`src/design/cqce_pkg.sv`:
```
// ----------------------------------------------------------------------------
// cqce_pkg: shared types and constants
// Phase codes, result and bundle types, character and register codes used by
// the quoted column extractor.
// ----------------------------------------------------------------------------
`timescale 1ns / 1ps

package cqce_pkg;

  localparam int unsigned CharW  = 16;
  localparam int unsigned StatW  = 2;
  localparam int unsigned ColW   = 8;
  localparam int unsigned LenW   = 16;
  localparam int unsigned CfgIdxW = 8;
  localparam int unsigned SlotN  = 3;

  localparam logic [CharW-1:0] CH_QUOTE = 16'h0022;
  localparam logic [CharW-1:0] CH_COMMA = 16'h002C;
  localparam logic [CharW-1:0] CH_SPACE = 16'h0020;
  localparam logic [CharW-1:0] CH_TAB   = 16'h0009;

  localparam logic [StatW-1:0] ST_OK       = 2'd0;
  localparam logic [StatW-1:0] ST_FORMAT   = 2'd1;
  localparam logic [StatW-1:0] ST_OVERFLOW = 2'd2;

  localparam logic [CfgIdxW-1:0] CFG_COLUMN_INDEX = 8'd0;
  localparam logic [CfgIdxW-1:0] CFG_MAX_LENGTH   = 8'd1;

  localparam logic RK_CHAR   = 1'b0;
  localparam logic RK_STATUS = 1'b1;

  typedef enum logic [6:0] {
    PH_IDLE   = 7'b0000001,
    PH_BEFORE = 7'b0000010,
    PH_FIELD  = 7'b0000100,
    PH_QUOTE  = 7'b0001000,
    PH_AFTER  = 7'b0010000,
    PH_DONE   = 7'b0100000,
    PH_ERROR  = 7'b1000000
  } phase_e;

  typedef struct packed {
    logic [CharW-1:0] chr;
    logic             line_end;
  } in_item_t;

  typedef struct packed {
    logic             kind;
    logic [CharW-1:0] out_char;
    logic [StatW-1:0] status;
  } result_t;

  typedef struct packed {
    result_t [SlotN-1:0] slot;
    logic [1:0]          count;
  } bundle_t;

endpackage

```
`src/design/cqce_in_reg.sv`:
```
// ----------------------------------------------------------------------------
// cqce_in_reg: input register
// Holds one accepted character until the parser takes it.
// ----------------------------------------------------------------------------
`timescale 1ns / 1ps

module cqce_in_reg (
  input  logic              clk_i,
  input  logic              rst_ni,
  input  logic              valid_i,
  output logic              ready_o,
  input  cqce_pkg::in_item_t item_i,
  output logic              valid_o,
  input  logic              take_i,
  output cqce_pkg::in_item_t item_o
);
  import cqce_pkg::*;

  logic     valid_q, valid_d;
  in_item_t item_q;

  assign ready_o = !valid_q || take_i;
  assign valid_o = valid_q;
  assign item_o  = item_q;

  always_comb begin
    valid_d = valid_q;
    if (valid_i && ready_o) begin
      valid_d = 1'b1;
    end else if (take_i) begin
      valid_d = 1'b0;
    end
  end

  always_ff @(posedge clk_i or negedge rst_ni) begin
    if (!rst_ni) begin
      valid_q <= 1'b0;
    end else begin
      valid_q <= valid_d;
    end
  end

  always_ff @(posedge clk_i) begin
    if (valid_i && ready_o) begin
      item_q <= item_i;
    end
  end

endmodule

```
`src/design/cqce_parse.sv`:
```
// ----------------------------------------------------------------------------
// cqce_parse: line parser
// Per character, advances the field phase and builds the bundle of results
// (up to two content characters and the line status).
// ----------------------------------------------------------------------------
`timescale 1ns / 1ps

module cqce_parse (
  input  logic                          clk_i,
  input  logic                          rst_ni,
  input  logic                          step_i,
  input  cqce_pkg::in_item_t            item_i,
  input  logic [cqce_pkg::ColW-1:0]     column_index_i,
  input  logic [cqce_pkg::LenW-1:0]     max_length_i,
  output cqce_pkg::bundle_t             bundle_o
);
  import cqce_pkg::*;

  phase_e            phase_q, phase_d;
  logic [ColW-1:0]   cols_q, cols_d;
  logic [LenW-1:0]   count_q, count_d;
  logic [StatW-1:0]  err_q, err_d;

  logic              is_quote, is_comma, is_blank;
  logic              emit0, emit1;
  logic [CharW-1:0]  ch0;
  logic [1:0]        n_chr;
  logic [StatW-1:0]  st;
  logic [LenW:0]     count_inc;
  result_t           stat_res;

  assign is_quote  = (item_i.chr == CH_QUOTE);
  assign is_comma  = (item_i.chr == CH_COMMA);
  assign is_blank  = (item_i.chr == CH_SPACE) || (item_i.chr == CH_TAB);
  assign count_inc = {1'b0, count_q} + {{LenW{1'b0}}, 1'b1};

  always_comb begin
    phase_d = phase_q;
    cols_d  = cols_q;
    err_d   = err_q;
    emit0   = 1'b0;
    emit1   = 1'b0;
    ch0     = item_i.chr;
    st      = ST_FORMAT;

    // first character of a line loads the column countdown
    if (phase_q == PH_IDLE) begin
      cols_d  = column_index_i;
      phase_d = PH_BEFORE;
    end

    case (phase_d)
      PH_BEFORE: begin
        if (is_quote) begin
          phase_d = PH_FIELD;
        end else if (!is_blank) begin
          phase_d = PH_ERROR;
        end
      end
      PH_FIELD: begin
        if (is_quote) begin
          phase_d = PH_QUOTE;
        end else if (cols_d == '0) begin
          if (count_q >= max_length_i) begin
            err_d = ST_OVERFLOW;
          end else begin
            emit0 = 1'b1;
          end
        end
      end
      PH_QUOTE: begin
        if (is_quote) begin
          // doubled quote: emit both quotes as content
          phase_d = PH_FIELD;
          ch0     = CH_QUOTE;
          if (cols_d == '0) begin
            if (count_q >= max_length_i) begin
              err_d = ST_OVERFLOW;
            end else begin
              emit0 = 1'b1;
              if (count_inc >= {1'b0, max_length_i}) begin
                err_d = ST_OVERFLOW;
              end else begin
                emit1 = 1'b1;
              end
            end
          end
        end else if (cols_d == '0) begin
          phase_d = PH_DONE;
        end else if (!is_blank) begin
          if (is_comma) begin
            cols_d  = cols_d - 1'b1;
            phase_d = PH_BEFORE;
          end else begin
            phase_d = PH_ERROR;
          end
        end else begin
          phase_d = PH_AFTER;
        end
      end
      PH_AFTER: begin
        if (!is_blank) begin
          if (is_comma && cols_d != '0) begin
            cols_d  = cols_d - 1'b1;
            phase_d = PH_BEFORE;
          end else begin
            phase_d = PH_ERROR;
          end
        end
      end
      PH_DONE: begin
        phase_d = PH_DONE;
      end
      default: begin
        phase_d = PH_ERROR;
      end
    endcase

    count_d = count_q + {{(LenW-1){1'b0}}, emit0} + {{(LenW-1){1'b0}}, emit1};

    if (phase_d == PH_DONE || (phase_d == PH_QUOTE && cols_d == '0)) begin
      st = err_d;
    end

    if (item_i.line_end) begin
      phase_d = PH_IDLE;
      cols_d  = column_index_i;
      count_d = '0;
      err_d   = ST_OK;
    end
  end

  // pack content results first, status after them
  always_comb begin
    n_chr = emit1 ? 2'd2 : (emit0 ? 2'd1 : 2'd0);
    stat_res = '{kind: RK_STATUS, out_char: '0, status: st};
    bundle_o.slot[0] = '{kind: RK_CHAR, out_char: ch0, status: ST_OK};
    bundle_o.slot[1] = '{kind: RK_CHAR, out_char: CH_QUOTE, status: ST_OK};
    bundle_o.slot[2] = '0;
    bundle_o.count   = n_chr;
    if (item_i.line_end) begin
      bundle_o.count = n_chr + 2'd1;
      case (n_chr)
        2'd0:    bundle_o.slot[0] = stat_res;
        2'd1:    bundle_o.slot[1] = stat_res;
        default: bundle_o.slot[2] = stat_res;
      endcase
    end
  end

  always_ff @(posedge clk_i or negedge rst_ni) begin
    if (!rst_ni) begin
      phase_q <= PH_IDLE;
      cols_q  <= '0;
      count_q <= '0;
      err_q   <= ST_OK;
    end else if (step_i) begin
      phase_q <= phase_d;
      cols_q  <= cols_d;
      count_q <= count_d;
      err_q   <= err_d;
    end
  end

endmodule

```
`src/design/cqce_out_ser.sv`:
```
// ----------------------------------------------------------------------------
// cqce_out_ser: result register and serializer
// Holds one bundle of results and hands them out one per transfer.
// ----------------------------------------------------------------------------
`timescale 1ns / 1ps

module cqce_out_ser (
  input  logic              clk_i,
  input  logic              rst_ni,
  input  logic              load_i,
  input  cqce_pkg::bundle_t bundle_i,
  output logic              free_o,
  output logic              valid_o,
  input  logic              ready_i,
  output cqce_pkg::result_t result_o,
  output logic              last_o
);
  import cqce_pkg::*;

  result_t [SlotN-1:0] slot_q;
  logic [1:0]          rem_q, rem_d;
  logic [1:0]          idx_q, idx_d;

  assign valid_o = (rem_q != 2'd0);
  assign last_o  = (rem_q == 2'd1);
  // take a new bundle when empty or once the last pending result is leaving
  assign free_o  = (rem_q == 2'd0) || (rem_q == 2'd1 && ready_i);

  always_comb begin
    case (idx_q)
      2'd0:    result_o = slot_q[0];
      2'd1:    result_o = slot_q[1];
      default: result_o = slot_q[2];
    endcase
  end

  always_comb begin
    rem_d = rem_q;
    idx_d = idx_q;
    if (load_i) begin
      rem_d = bundle_i.count;
      idx_d = 2'd0;
    end else if (valid_o && ready_i) begin
      rem_d = rem_q - 2'd1;
      idx_d = idx_q + 2'd1;
    end
  end

  always_ff @(posedge clk_i or negedge rst_ni) begin
    if (!rst_ni) begin
      rem_q <= 2'd0;
      idx_q <= 2'd0;
    end else begin
      rem_q <= rem_d;
      idx_q <= idx_d;
    end
  end

  always_ff @(posedge clk_i) begin
    if (load_i) begin
      slot_q <= bundle_i.slot;
    end
  end

endmodule

```
`src/design/csv_quoted_column_extractor.sv`:
```
// ----------------------------------------------------------------------------
// csv_quoted_column_extractor: quoted CSV column extractor
// Streams one line of 16-bit characters and returns the selected column.
// ----------------------------------------------------------------------------
// One character is taken per clock while each character yields at most one
// result and the output is not stalled; a result leaves on every output
// transfer. A doubled quote inside the selected column yields two content
// results and the last character of a line adds a status result, so such a
// character holds the input while the output serializer drains its results.
// Results pass through the input register, then the result register. Output
// tdata carries out_char in bits 15:0 and status in bits 17:16; tuser is the
// kind (0 content, 1 status) and tlast marks the last result of a character.
// Registers: index 0 column_index, index 1 max_length; write them only
// between lines.
`timescale 1ns / 1ps

module csv_quoted_column_extractor (
  input  logic        clk_i,
  input  logic        rst_ni,
  input  logic        s_axis_tvalid,
  output logic        s_axis_tready,
  input  logic [15:0] s_axis_tdata,   // [15:0] chr
  input  logic        s_axis_tlast,   // line_end
  output logic        m_axis_tvalid,
  input  logic        m_axis_tready,
  output logic [23:0] m_axis_tdata,   // [15:0] out_char, [17:16] status
  output logic        m_axis_tuser,   // kind
  output logic        m_axis_tlast,   // run_last
  input  logic        cfg_valid_i,
  output logic        cfg_ready_o,
  input  logic [7:0]  cfg_index_i,
  input  logic [15:0] cfg_data_i
);
  import cqce_pkg::*;

  logic [ColW-1:0] column_index_q;
  logic [LenW-1:0] max_length_q;

  in_item_t in_item, cur_item;
  logic     cur_valid, ser_free, step;
  bundle_t  bundle;
  result_t  res;

  assign cfg_ready_o = 1'b1;

  always_ff @(posedge clk_i or negedge rst_ni) begin
    if (!rst_ni) begin
      column_index_q <= '0;
      max_length_q   <= 16'd256;
    end else if (cfg_valid_i) begin
      case (cfg_index_i)
        CFG_COLUMN_INDEX: column_index_q <= cfg_data_i[ColW-1:0];
        CFG_MAX_LENGTH:   max_length_q   <= cfg_data_i[LenW-1:0];
        default:          ;
      endcase
    end
  end

  assign in_item = '{chr: s_axis_tdata, line_end: s_axis_tlast};
  assign step    = cur_valid && ser_free;

  cqce_in_reg u_in_reg (
    .clk_i   (clk_i),
    .rst_ni  (rst_ni),
    .valid_i (s_axis_tvalid),
    .ready_o (s_axis_tready),
    .item_i  (in_item),
    .valid_o (cur_valid),
    .take_i  (step),
    .item_o  (cur_item)
  );

  cqce_parse u_parse (
    .clk_i          (clk_i),
    .rst_ni         (rst_ni),
    .step_i         (step),
    .item_i         (cur_item),
    .column_index_i (column_index_q),
    .max_length_i   (max_length_q),
    .bundle_o       (bundle)
  );

  cqce_out_ser u_out_ser (
    .clk_i    (clk_i),
    .rst_ni   (rst_ni),
    .load_i   (step),
    .bundle_i (bundle),
    .free_o   (ser_free),
    .valid_o  (m_axis_tvalid),
    .ready_i  (m_axis_tready),
    .result_o (res),
    .last_o   (m_axis_tlast)
  );

  assign m_axis_tdata = {6'b0, res.status, res.out_char};
  assign m_axis_tuser = res.kind;

endmodule
```
`config.mk`:
```
export PLATFORM = sky130hd
export DESIGN_NAME = csv_quoted_column_extractor
export DESIGN_NICKNAME = d
export VERILOG_FILES = /design/src/design/cqce_pkg.sv /design/src/design/cqce_in_reg.sv /design/src/design/cqce_parse.sv /design/src/design/cqce_out_ser.sv /design/src/design/csv_quoted_column_extractor.sv
export SDC_FILE = /design/constraint.sdc
export NUM_CORES = 1
export LEC_CHECK = 0
export ABC_AREA = 1
export BUFFER_PORTS_ARGS = -buffer_cell sky130_fd_sc_hd__buf_2
export CELL_PAD_IN_SITES_DETAIL_PLACEMENT = 1
export CELL_PAD_IN_SITES_GLOBAL_PLACEMENT = 2
export CORE_ASPECT_RATIO = 0.7
export CORE_MARGIN = 1.5
export CORE_UTILIZATION = 38
export DETAILED_ROUTE_END_ITERATION = 8
export PLACE_DENSITY = 0.83
export SYNTH_ARGS = -nofsm -noshare
export SYNTH_HDL_FRONTEND = slang
export SYNTH_SLANG_ARGS = --single-unit
```
`constraint.sdc`:
```
create_clock -name clk_i -period 7 [get_ports clk_i]
set_input_delay 0.7 -clock clk_i [delete_from_list [all_inputs] [get_ports clk_i]]
set_output_delay 0.7 -clock clk_i [all_outputs]
set_load 0.01 [all_outputs]
```
==> out/qor.json, run 1 <==
{
  "netlist.area_leader.share_pct": 23.1,
  "floorplan.die.width_um": 159,
  "maxSlewViolCount": 0,
  "cell_internal_pwr_uw": 1390,
  "floorplan.rows": 39,
  "cp_num_buf_inv": 2,
  "timing.critical_path.slowest_stage_cell": "sky130_fd_sc_hd__dfrtp_1",
  "final_area_sq_um": 7370,
  "synth_cell_type_count": 45,
  "critical_path.most_common_cell": "sky130_fd_sc_hd__nor2_1",
  "number_of_global_route_vias_before_repair": 5940,
  "grtUsageTotal_pct": 21.4,
  "finalHoldViolations": 0,
  "antennaDiodeCount": 0,
  "report.final.setup_viol": 0,
  "worstPathArrival_ns": 5.28,
  "net_switching_uw": 1080,
  "slowest_delay_ns": 0.47,
  "ctsResizeCount": 0,
  "netlist_top_cells_area": "sky130_fd_sc_hd__dfrtp_1, sky130_fd_sc_hd__edfxtp_1, sky130_fd_sc_hd__nand2_1",
  "floorplan.die_area_sq_um": 17900,
  "critPathLaunchType": "flop",
  "worstSkewPairLatency_ns": 0.36,
  "whs_ns": 0.494,
  "worstPathMaxFanout": 5,
  "holdBufCountCts": 0,
  "worst_pin_slew_ns": 1.09,
  "tritoncts": "built",
  "clk_pin_slew_worst_paths_ns": 0.08,
  "core-area_sq_um": 16500,
  "grt_start_max_net_pins": 63,
  "finalCritPeriodShare_pct": 71.3,
  "cap_viol_max_count": 0,
  "seq_area_sq_um": 2850,
  "tritoncts.num_buffers": 9,
  "slew-limit-headroom_pct": 25.3,
  "antenna_found_initial": 0,
  "leakage_uw": 0.00371,
  "worstPathRequired_ns": 7.28,
  "sw_frac_of_total_pct": 43.7,
  "cts_max_path_buffers": 2,
  "share_clk_of_total_power_pct": 21.1,
  "drc_violations_left": 0,
  "timing.critical_path.max_delay_family": "simple AND/OR/NAND/NOR gates",
  "die_y_um": 113,
  "portBuffers": 67,
  "ios": 75,
  "combinationalPowerShare_pct": 43.9,
  "finalWeightedCongestion": 0.884,
  "first_pass_grt_wire_length_um": 30300,
  "syn-cell-area_sq_um": 6510,
  "most_common_cell_after_layout_fill_and_taps_aside": "sky130_fd_sc_hd__nand2_1",
  "power.sequential.fraction_pct": 35.0,
  "overflow": 0,
  "cts-htree-levels": 3,
  "nNetsFinal": 972,
  "asyncSetResetFlopFracSynth_pct": 59.0,
  "synthFlopType": "sky130_fd_sc_hd__dfrtp_1",
  "worstHoldPathType": "flop to flop",
  "rsz0062_at_grt": "false",
  "synth_seq_cells": 105,
  "drt_total_wl_um": 18300,
  "finalCriticalPeriod_ns": 4.99,
  "clock.fmax_mhz": 200,
  "n_fill_cell": 2071,
  "placed_area_sq_um": 7060,
  "syn_inst": 818,
  "drt_iter0_drc": 288,
  "timing.critical_path.to_type": "flop",
  "post_cts_buffers": 0,
  "drt.antenna.violating_nets": 0,
  "timing.setup.critical_path_class": "flop to flop",
  "start_util_pct": 39.4,
  "post_route_cells_drive_above_1_share_pct": 12.5,
  "detailed_router_iteration_count_before_antenna_repair": 7,
  "synth-seq-area-share_pct": 43.7,
  "vdd_drop_max_uv": 146,
  "timing.setup.tns_ns": 0,
  "hpwlAfterDp_um": 14300,
  "finClkSkew_ns": 0.00959,
  "ctsRootBufferMaster": "sky130_fd_sc_hd__clkbuf_16",
  "post_synth_top_area_cell": "sky130_fd_sc_hd__dfrtp_1",
  "routed-via-count": 5714,
  "mostFrequentLayoutCells": "sky130_fd_sc_hd__nand2_1, sky130_fd_sc_hd__inv_1, sky130_fd_sc_hd__nor2_1",
  "synth_enable_flop_cells": 43,
  "syn2layout_area_growth_pct": 13.2,
  "area_occupied_by_multi_input_gates_sq_um": 3020,
  "avgSynthCellArea_sq_um": 7.96,
  "post_drt_via_cell_ratio": 5.12,
  "tritoncts_num_sinks": 105,
  "pwr_density_cell_nw_per_um2": 336,
  "outcome": "finished, final reports clean",
  "wire_per_inst_um": 16.4,
  "synth-warning-count": 0
}
## final cells by class
cell class | count | area share, %
multi-input combinational | 551 | 40.9
sequential | 105 | 38.6
inverter | 146 | 7.44
timing repair buffer | 72 | 5.06
tap | 225 | 3.82
clock buffer | 9 | 3.06
clock inverter | 7 | 1.09
## Yosys cell counts (2+ instances only)
master,number
sky130_fd_sc_hd__nand2_1,165
sky130_fd_sc_hd__inv_1,144
sky130_fd_sc_hd__nor2_1,87
sky130_fd_sc_hd__dfrtp_1,60
sky130_fd_sc_hd__nand3_1,49
sky130_fd_sc_hd__o21ai_0,47
sky130_fd_sc_hd__a21oi_1,44
sky130_fd_sc_hd__edfxtp_1,43
sky130_fd_sc_hd__ha_1,40
sky130_fd_sc_hd__nand4_1,20
sky130_fd_sc_hd__nor3_1,13
sky130_fd_sc_hd__xor2_1,12
sky130_fd_sc_hd__clkbuf_1,11
sky130_fd_sc_hd__buf_4,7
sky130_fd_sc_hd__o221ai_1,7
sky130_fd_sc_hd__nand2_2,6
sky130_fd_sc_hd__nand3b_1,6
sky130_fd_sc_hd__o22ai_1,6
sky130_fd_sc_hd__nor4_1,5
sky130_fd_sc_hd__a22oi_1,4
sky130_fd_sc_hd__o211ai_1,4
sky130_fd_sc_hd__o21ai_1,4
sky130_fd_sc_hd__buf_6,3
sky130_fd_sc_hd__nor2_4,3
sky130_fd_sc_hd__a211oi_1,2
sky130_fd_sc_hd__conb_1,2
sky130_fd_sc_hd__dfstp_2,2
sky130_fd_sc_hd__inv_2,2
sky130_fd_sc_hd__nor2_2,2
sky130_fd_sc_hd__o21ai_2,2
sky130_fd_sc_hd__o21bai_1,2
## through the flow
step	utilization [%]	total power (uW)	setup WS, ns	std cells
floorplan	-	1630	2.95	824
global placement	42.7	1920	2.33	1099
detailed placement	42.7	1970	2.10	1099
CTS	44.6	2500	2.04	1115
global route	44.6	2660	1.48	1115
finish	44.6	2480	2.01	1115
## tightest hold or removal path, stage by stage, from the launching register on
cell and delay (ns):
sky130_fd_sc_hd__dfrtp_1 0.35, sky130_fd_sc_hd__nand2_1 0.05, sky130_fd_sc_hd__o21ai_0 0.06
## cell families (layout without fill, tap and decap cells)
family	Yosys count	in the layout	share of synthesized area [%]
other	2	8	0.115
XOR/XNOR	12	12	1.61
AO/OA/AOI/OAI	127	127	11.1
buffers and inverters	168	234	10.5
adder cells (fa/ha/maj)	41	41	7.99
flip-flops	105	105	43.7
AND/OR/NAND/NOR	363	363	25.0
## power by group through the flow
stage	clock, uW	combinational [uW]	sequential [uW]
3_5_place_dp	0	1090	881
5_1_grt	554	1230	884
2_1_floorplan	0	766	861
4_1_cts	535	1100	867
3_3_place_gp	0	1040	873
6_report	522	1090	867
## layer usage
layer,share of wire [%],GRT usage [%],vias to the layer above,routed length (um)
li1,-,-,2799,-
met1,52,31.7,2780,9560
met2,42,32.8,121,7750
met3,4.4,3.33,14,797
met4,0.95,4.97,0,174
met5,0,0,-,0
## path summary, 6_finish.rpt
check                              startpoint                   to  slack (ns)  cells after the start
setup / recovery           u_parse.count_q[0]  u_parse.count_q[14]        2.01                     27
hold / removal                max_length_q[7]      max_length_q[7]        0.49                      2
setup reg to reg           u_parse.count_q[0]  u_parse.count_q[14]        2.01                     27
hold reg to reg               max_length_q[7]      max_length_q[7]        0.49                      2
max in group asynchronous              rst_ni    column_index_q[5]        5.93                      2
min in group asynchronous              rst_ni     max_length_q[11]        0.51                      2
## state kept, by name, indices dropped and copies added (netlist names)
name              flops
column_index_q        8
u_out_ser.slot_q     26
u_parse.phase_q       7
u_in_reg.item_o      17
u_parse.count_q      16
u_in_reg.valid_o      1
u_out_ser.rem_q       2
u_parse.cols_q        8
u_out_ser.idx_q       2
max_length_q         16
u_parse.err_q         2
Note: power is estimated with default switching activity, not from simulation.
==> inputs of run 2 (changes only) <==
--- a/config.mk
+++ b/config.mk
@@ -11,9 +11,9 @@
 export CELL_PAD_IN_SITES_GLOBAL_PLACEMENT = 2
 export CORE_ASPECT_RATIO = 0.7
 export CORE_MARGIN = 1.5
-export CORE_UTILIZATION = 38
+export CORE_UTILIZATION = 32
 export DETAILED_ROUTE_END_ITERATION = 8
-export PLACE_DENSITY = 0.83
+export PLACE_DENSITY = 0.74
 export SYNTH_ARGS = -nofsm -noshare
 export SYNTH_HDL_FRONTEND = slang
 export SYNTH_SLANG_ARGS = --single-unit
==> constraint.sdc (replaced) <==
create_clock -name clk_i -period 4.2 [get_ports clk_i]
set_input_delay 0.42 -clock clk_i [delete_from_list [all_inputs] [get_ports clk_i]]
set_output_delay 0.42 -clock clk_i [all_outputs]
set_load 0.01 [all_outputs]
==> run 2 against run 1 <==
Effect of this change:
- global-route usage shrank 3.2 points
- combinational power grew 71%
- non-clock buffer count grew 46
- sequential cell count is the same
- wire length grew 2.0%
- clock skew grew 0.0015 ns
- sequential share of layout area shrank 3.0 points
- die area grew 18%
- worst hold slack lost 0.30 ns
==> out/qor.json, run 2 (same netlist as run 1, synthesis figures left out) <==
{
  "outcome": "finished, final reports clean",
  "timing.critical_path.slowest_stage_cell": "sky130_fd_sc_hd__dfrtp_1",
  "grtUsageTotal": {"value": 18.3, "unit": "%", "change": "-3.2 points"},
  "finalHoldViolations": {"value": 0, "change": "unchanged"},
  "floorplan.die.width": {"value": 174, "unit": "um", "change": "+8.8%"},
  "final_core_utilization": {"value": 40.2, "unit": "%", "change": "-4.3 points"},
  "critical_path.startpoint": "u_parse.count_q[7]",
  "cts-htree-levels": {"value": 3, "change": "unchanged"},
  "antenna_found_initial": {"value": 0, "change": "unchanged"},
  "overflow": {"value": 0, "change": "unchanged"},
  "drt_total_wl": {"value": 18700, "unit": "um", "change": "+2.0%"},
  "worstPathRequired": {"value": 4.45, "unit": "ns", "change": "-2.83 ns"},
  "hpwlAfterDp": {"value": 14400, "unit": "um", "change": "+1.1%"},
  "finalCriticalPeriod": {"value": 4.11, "unit": "ns", "change": "-0.879 ns"},
  "ctsRootBufferMaster": "sky130_fd_sc_hd__clkbuf_16",
  "detailed_router_iteration_count_before_antenna_repair": {"value": 5, "change": "-2"},
  "floorplan.die_area": {"value": 21200, "unit": "sq um", "change": "+18%"},
  "final_area": {"value": 7980, "unit": "sq um", "change": "+8.3%"},
  "clock.fmax": {"value": 243, "unit": "MHz", "change": "+21%"},
  "whs": {"value": 0.193, "unit": "ns", "change": "-0.301 ns"},
  "placed_area": {"value": 7380, "unit": "sq um", "change": "+4.4%"},
  "cts_max_path_buffers": {"value": 2, "change": "unchanged"},
  "worstSkewPairLatency": {"value": 0.36, "unit": "ns", "change": "about the same"},
  "worstPathArrival": {"value": 4.36, "unit": "ns", "change": "-0.92 ns"},
  "ff2ff_setup_slack": {"value": 0.09, "unit": "ns", "change": "-1.92 ns"},
  "ios": {"value": 75, "change": "unchanged"},
  "antennaDiodeCount": {"value": 0, "change": "unchanged"},
  "slew-limit-headroom": {"value": 38.9, "unit": "%", "change": "+14 points"},
  "worstPathMaxFanout": {"value": 3, "change": "-2"},
  "drt.antenna.violating_nets": {"value": 0, "change": "unchanged"},
  "routed-via-count": {"value": 5644, "change": "-1.2%"},
  "crit-reg2reg-capture": "u_parse.count_q[14]",
  "nNetsFinal": {"value": 1018, "change": "+4.7%"},
  "reg2reg_from": "u_parse.count_q[7]",
  "maxSlewViolCount": {"value": 0, "change": "unchanged"},
  "largest_register_ffs": {"value": 26, "change": "unchanged"},
  "core-area": {"value": 19900, "unit": "sq um", "change": "+20%"},
  "portBuffers": {"value": 67, "change": "unchanged"},
  "wire_per_inst": {"value": 15.5, "unit": "um", "change": "-5.7%"},
  "cap_viol_max_count": {"value": 0, "change": "unchanged"},
  "timing.critical_path.to_type": "flop",
  "post_drt_via_cell_ratio": {"value": 4.68, "change": "-8.7%"},
  "cp-endpoint": "u_parse.count_q[14]",
  "vdd_drop_max": {"value": 244, "unit": "uV", "change": "+67%"},
  "tritoncts_num_sinks": {"value": 105, "change": "unchanged"},
  "first_pass_grt_wire_length": {"value": 30100, "unit": "um", "change": "-0.59%"},
  "timing.setup.critical_path_class": "flop to flop",
  "finClkSkew": {"value": 0.0111, "unit": "ns", "change": "+0.00154 ns"},
  "registers.top_by_ff_count": "u_out_ser.slot_q",
  "pwr_density_cell": {"value": 524, "unit": "nW/um^2", "change": "+56%"},
  "post_route_cells_drive_above_1_share": {"value": 20.5, "unit": "%", "change": "+8.0 points"},
  "tritoncts": "built",
  "drc_violations_left": {"value": 0, "change": "unchanged"},
  "grt_start_max_net_pins": {"value": 50, "change": "-21%"},
  "reg2reg_depth": {"value": 26, "change": "-3.7%"},
  "syn2layout_area_growth_pct": 22.6,
  "die_y": {"value": 122, "unit": "um", "change": "+8.7%"},
  "worstHoldPathType": "input pin to async pin",
  "rsz0062_at_grt": "true",
  "most_common_cell_after_layout_fill_and_taps_aside": "sky130_fd_sc_hd__nand2_1",
  "floorplan.rows": {"value": 43, "change": "+10%"},
  "clk_pin_slew_worst_paths": {"value": 0.09, "unit": "ns", "change": "about the same"},
  "worst_pin_slew": {"value": 0.916, "unit": "ns", "change": "-0.176 ns"},
  "tritoncts.num_buffers": {"value": 9, "change": "unchanged"},
  "number_of_global_route_vias_before_repair": {"value": 5550, "change": "-6.6%"},
  "start_util": {"value": 32.8, "unit": "%", "change": "-6.6 points"},
  "drt_iter0_drc": {"value": 285, "change": "-1.0%"},
  "finalWeightedCongestion": {"value": 0.878, "change": "-0.63%"},
  "holdBufCountCts": {"value": 0, "change": "unchanged"},
  "finalCritPeriodShare": {"value": 98.0, "unit": "%", "change": "+27 points"},
  "slowest_delay": {"value": 0.36, "unit": "ns", "change": "-0.11 ns"},
  "timing.setup.tns": {"value": 0, "unit": "ns", "change": "unchanged"},
  "critPathLaunchType": "flop",
  "report.final.setup_viol": {"value": 0, "change": "unchanged"},
  "leakage": {"value": 0.00396, "unit": "uW", "change": "+6.8%"},
  "finalPower": {"value": 4190, "unit": "uW", "change": "+69%"},
  "mostFrequentLayoutCells": "sky130_fd_sc_hd__nand2_1, sky130_fd_sc_hd__inv_1, sky130_fd_sc_hd__nor2_1"
}
run 2: cell type report:
type,instances,area (sq um)
fillers,2432,11900
clock inverters,7,91.3
inverters,146,548
well taps,270,338
multi-input cells,551,3210
clock buffers,9,225
flip-flops and latches,105,2850
repair buffers,118,729
run 2: worst min-delay path by stage:
stage,end,cells past startpoint
after floorplan,column_index_q[0],0
after global placement,max_length_q[6],2
after detailed placement,max_length_q[6],2
after CTS,max_length_q[15],1
after global routing,u_in_reg.item_o[12],1
final,u_parse.count_q[13],1
run 2: metrics by stage:
step,worst slack (ns),instances
final,0.0851,1206
after detailed placement,-0.0615,1178
after global routing,-0.246,1206
after CTS,0.00147,1196
after floorplan,0.148,824
after global placement,0.0477,1178
run 2: worst max-delay path: cells and delay by family (launching register included):
kind / cells / cell delay, ns
and+or+nand+nor: 17 / 2.20
AOI/OAI and AO/OA: 2 / 0.26
buffers and inverters: 3 / 0.32
DFF: 1 / 0.36
xor gates and xnor gates: 1 / 0.16
adders and majority gates: 3 / 0.69
run 2: power by group:
part           internal (uW)  total (uW)  switching (uW)
Combinational            589        1860            1270
Clock                    436         895             459
Sequential              1350        1430            88.2
Total                   2370        4190            1820
run 2: layer usage:
layer / share of wire (%) / track usage [%]
met1: 56 / 29.0
met2: 40 / 25.4
met3: 3.9 / 3.19
met4: 0.43 / 3.42
met5: 0 / 0
run 2: repair_timing:
| action | in CTS | in global routing |
|---|---|---|
| setup endpoints to repair | 1 | 8 |
| pin swaps | 6 | 31 |
| setup buffers | 2 | 10 |
| cloned | 0 | 0 |
| gates resized for setup | 4 | 45 |
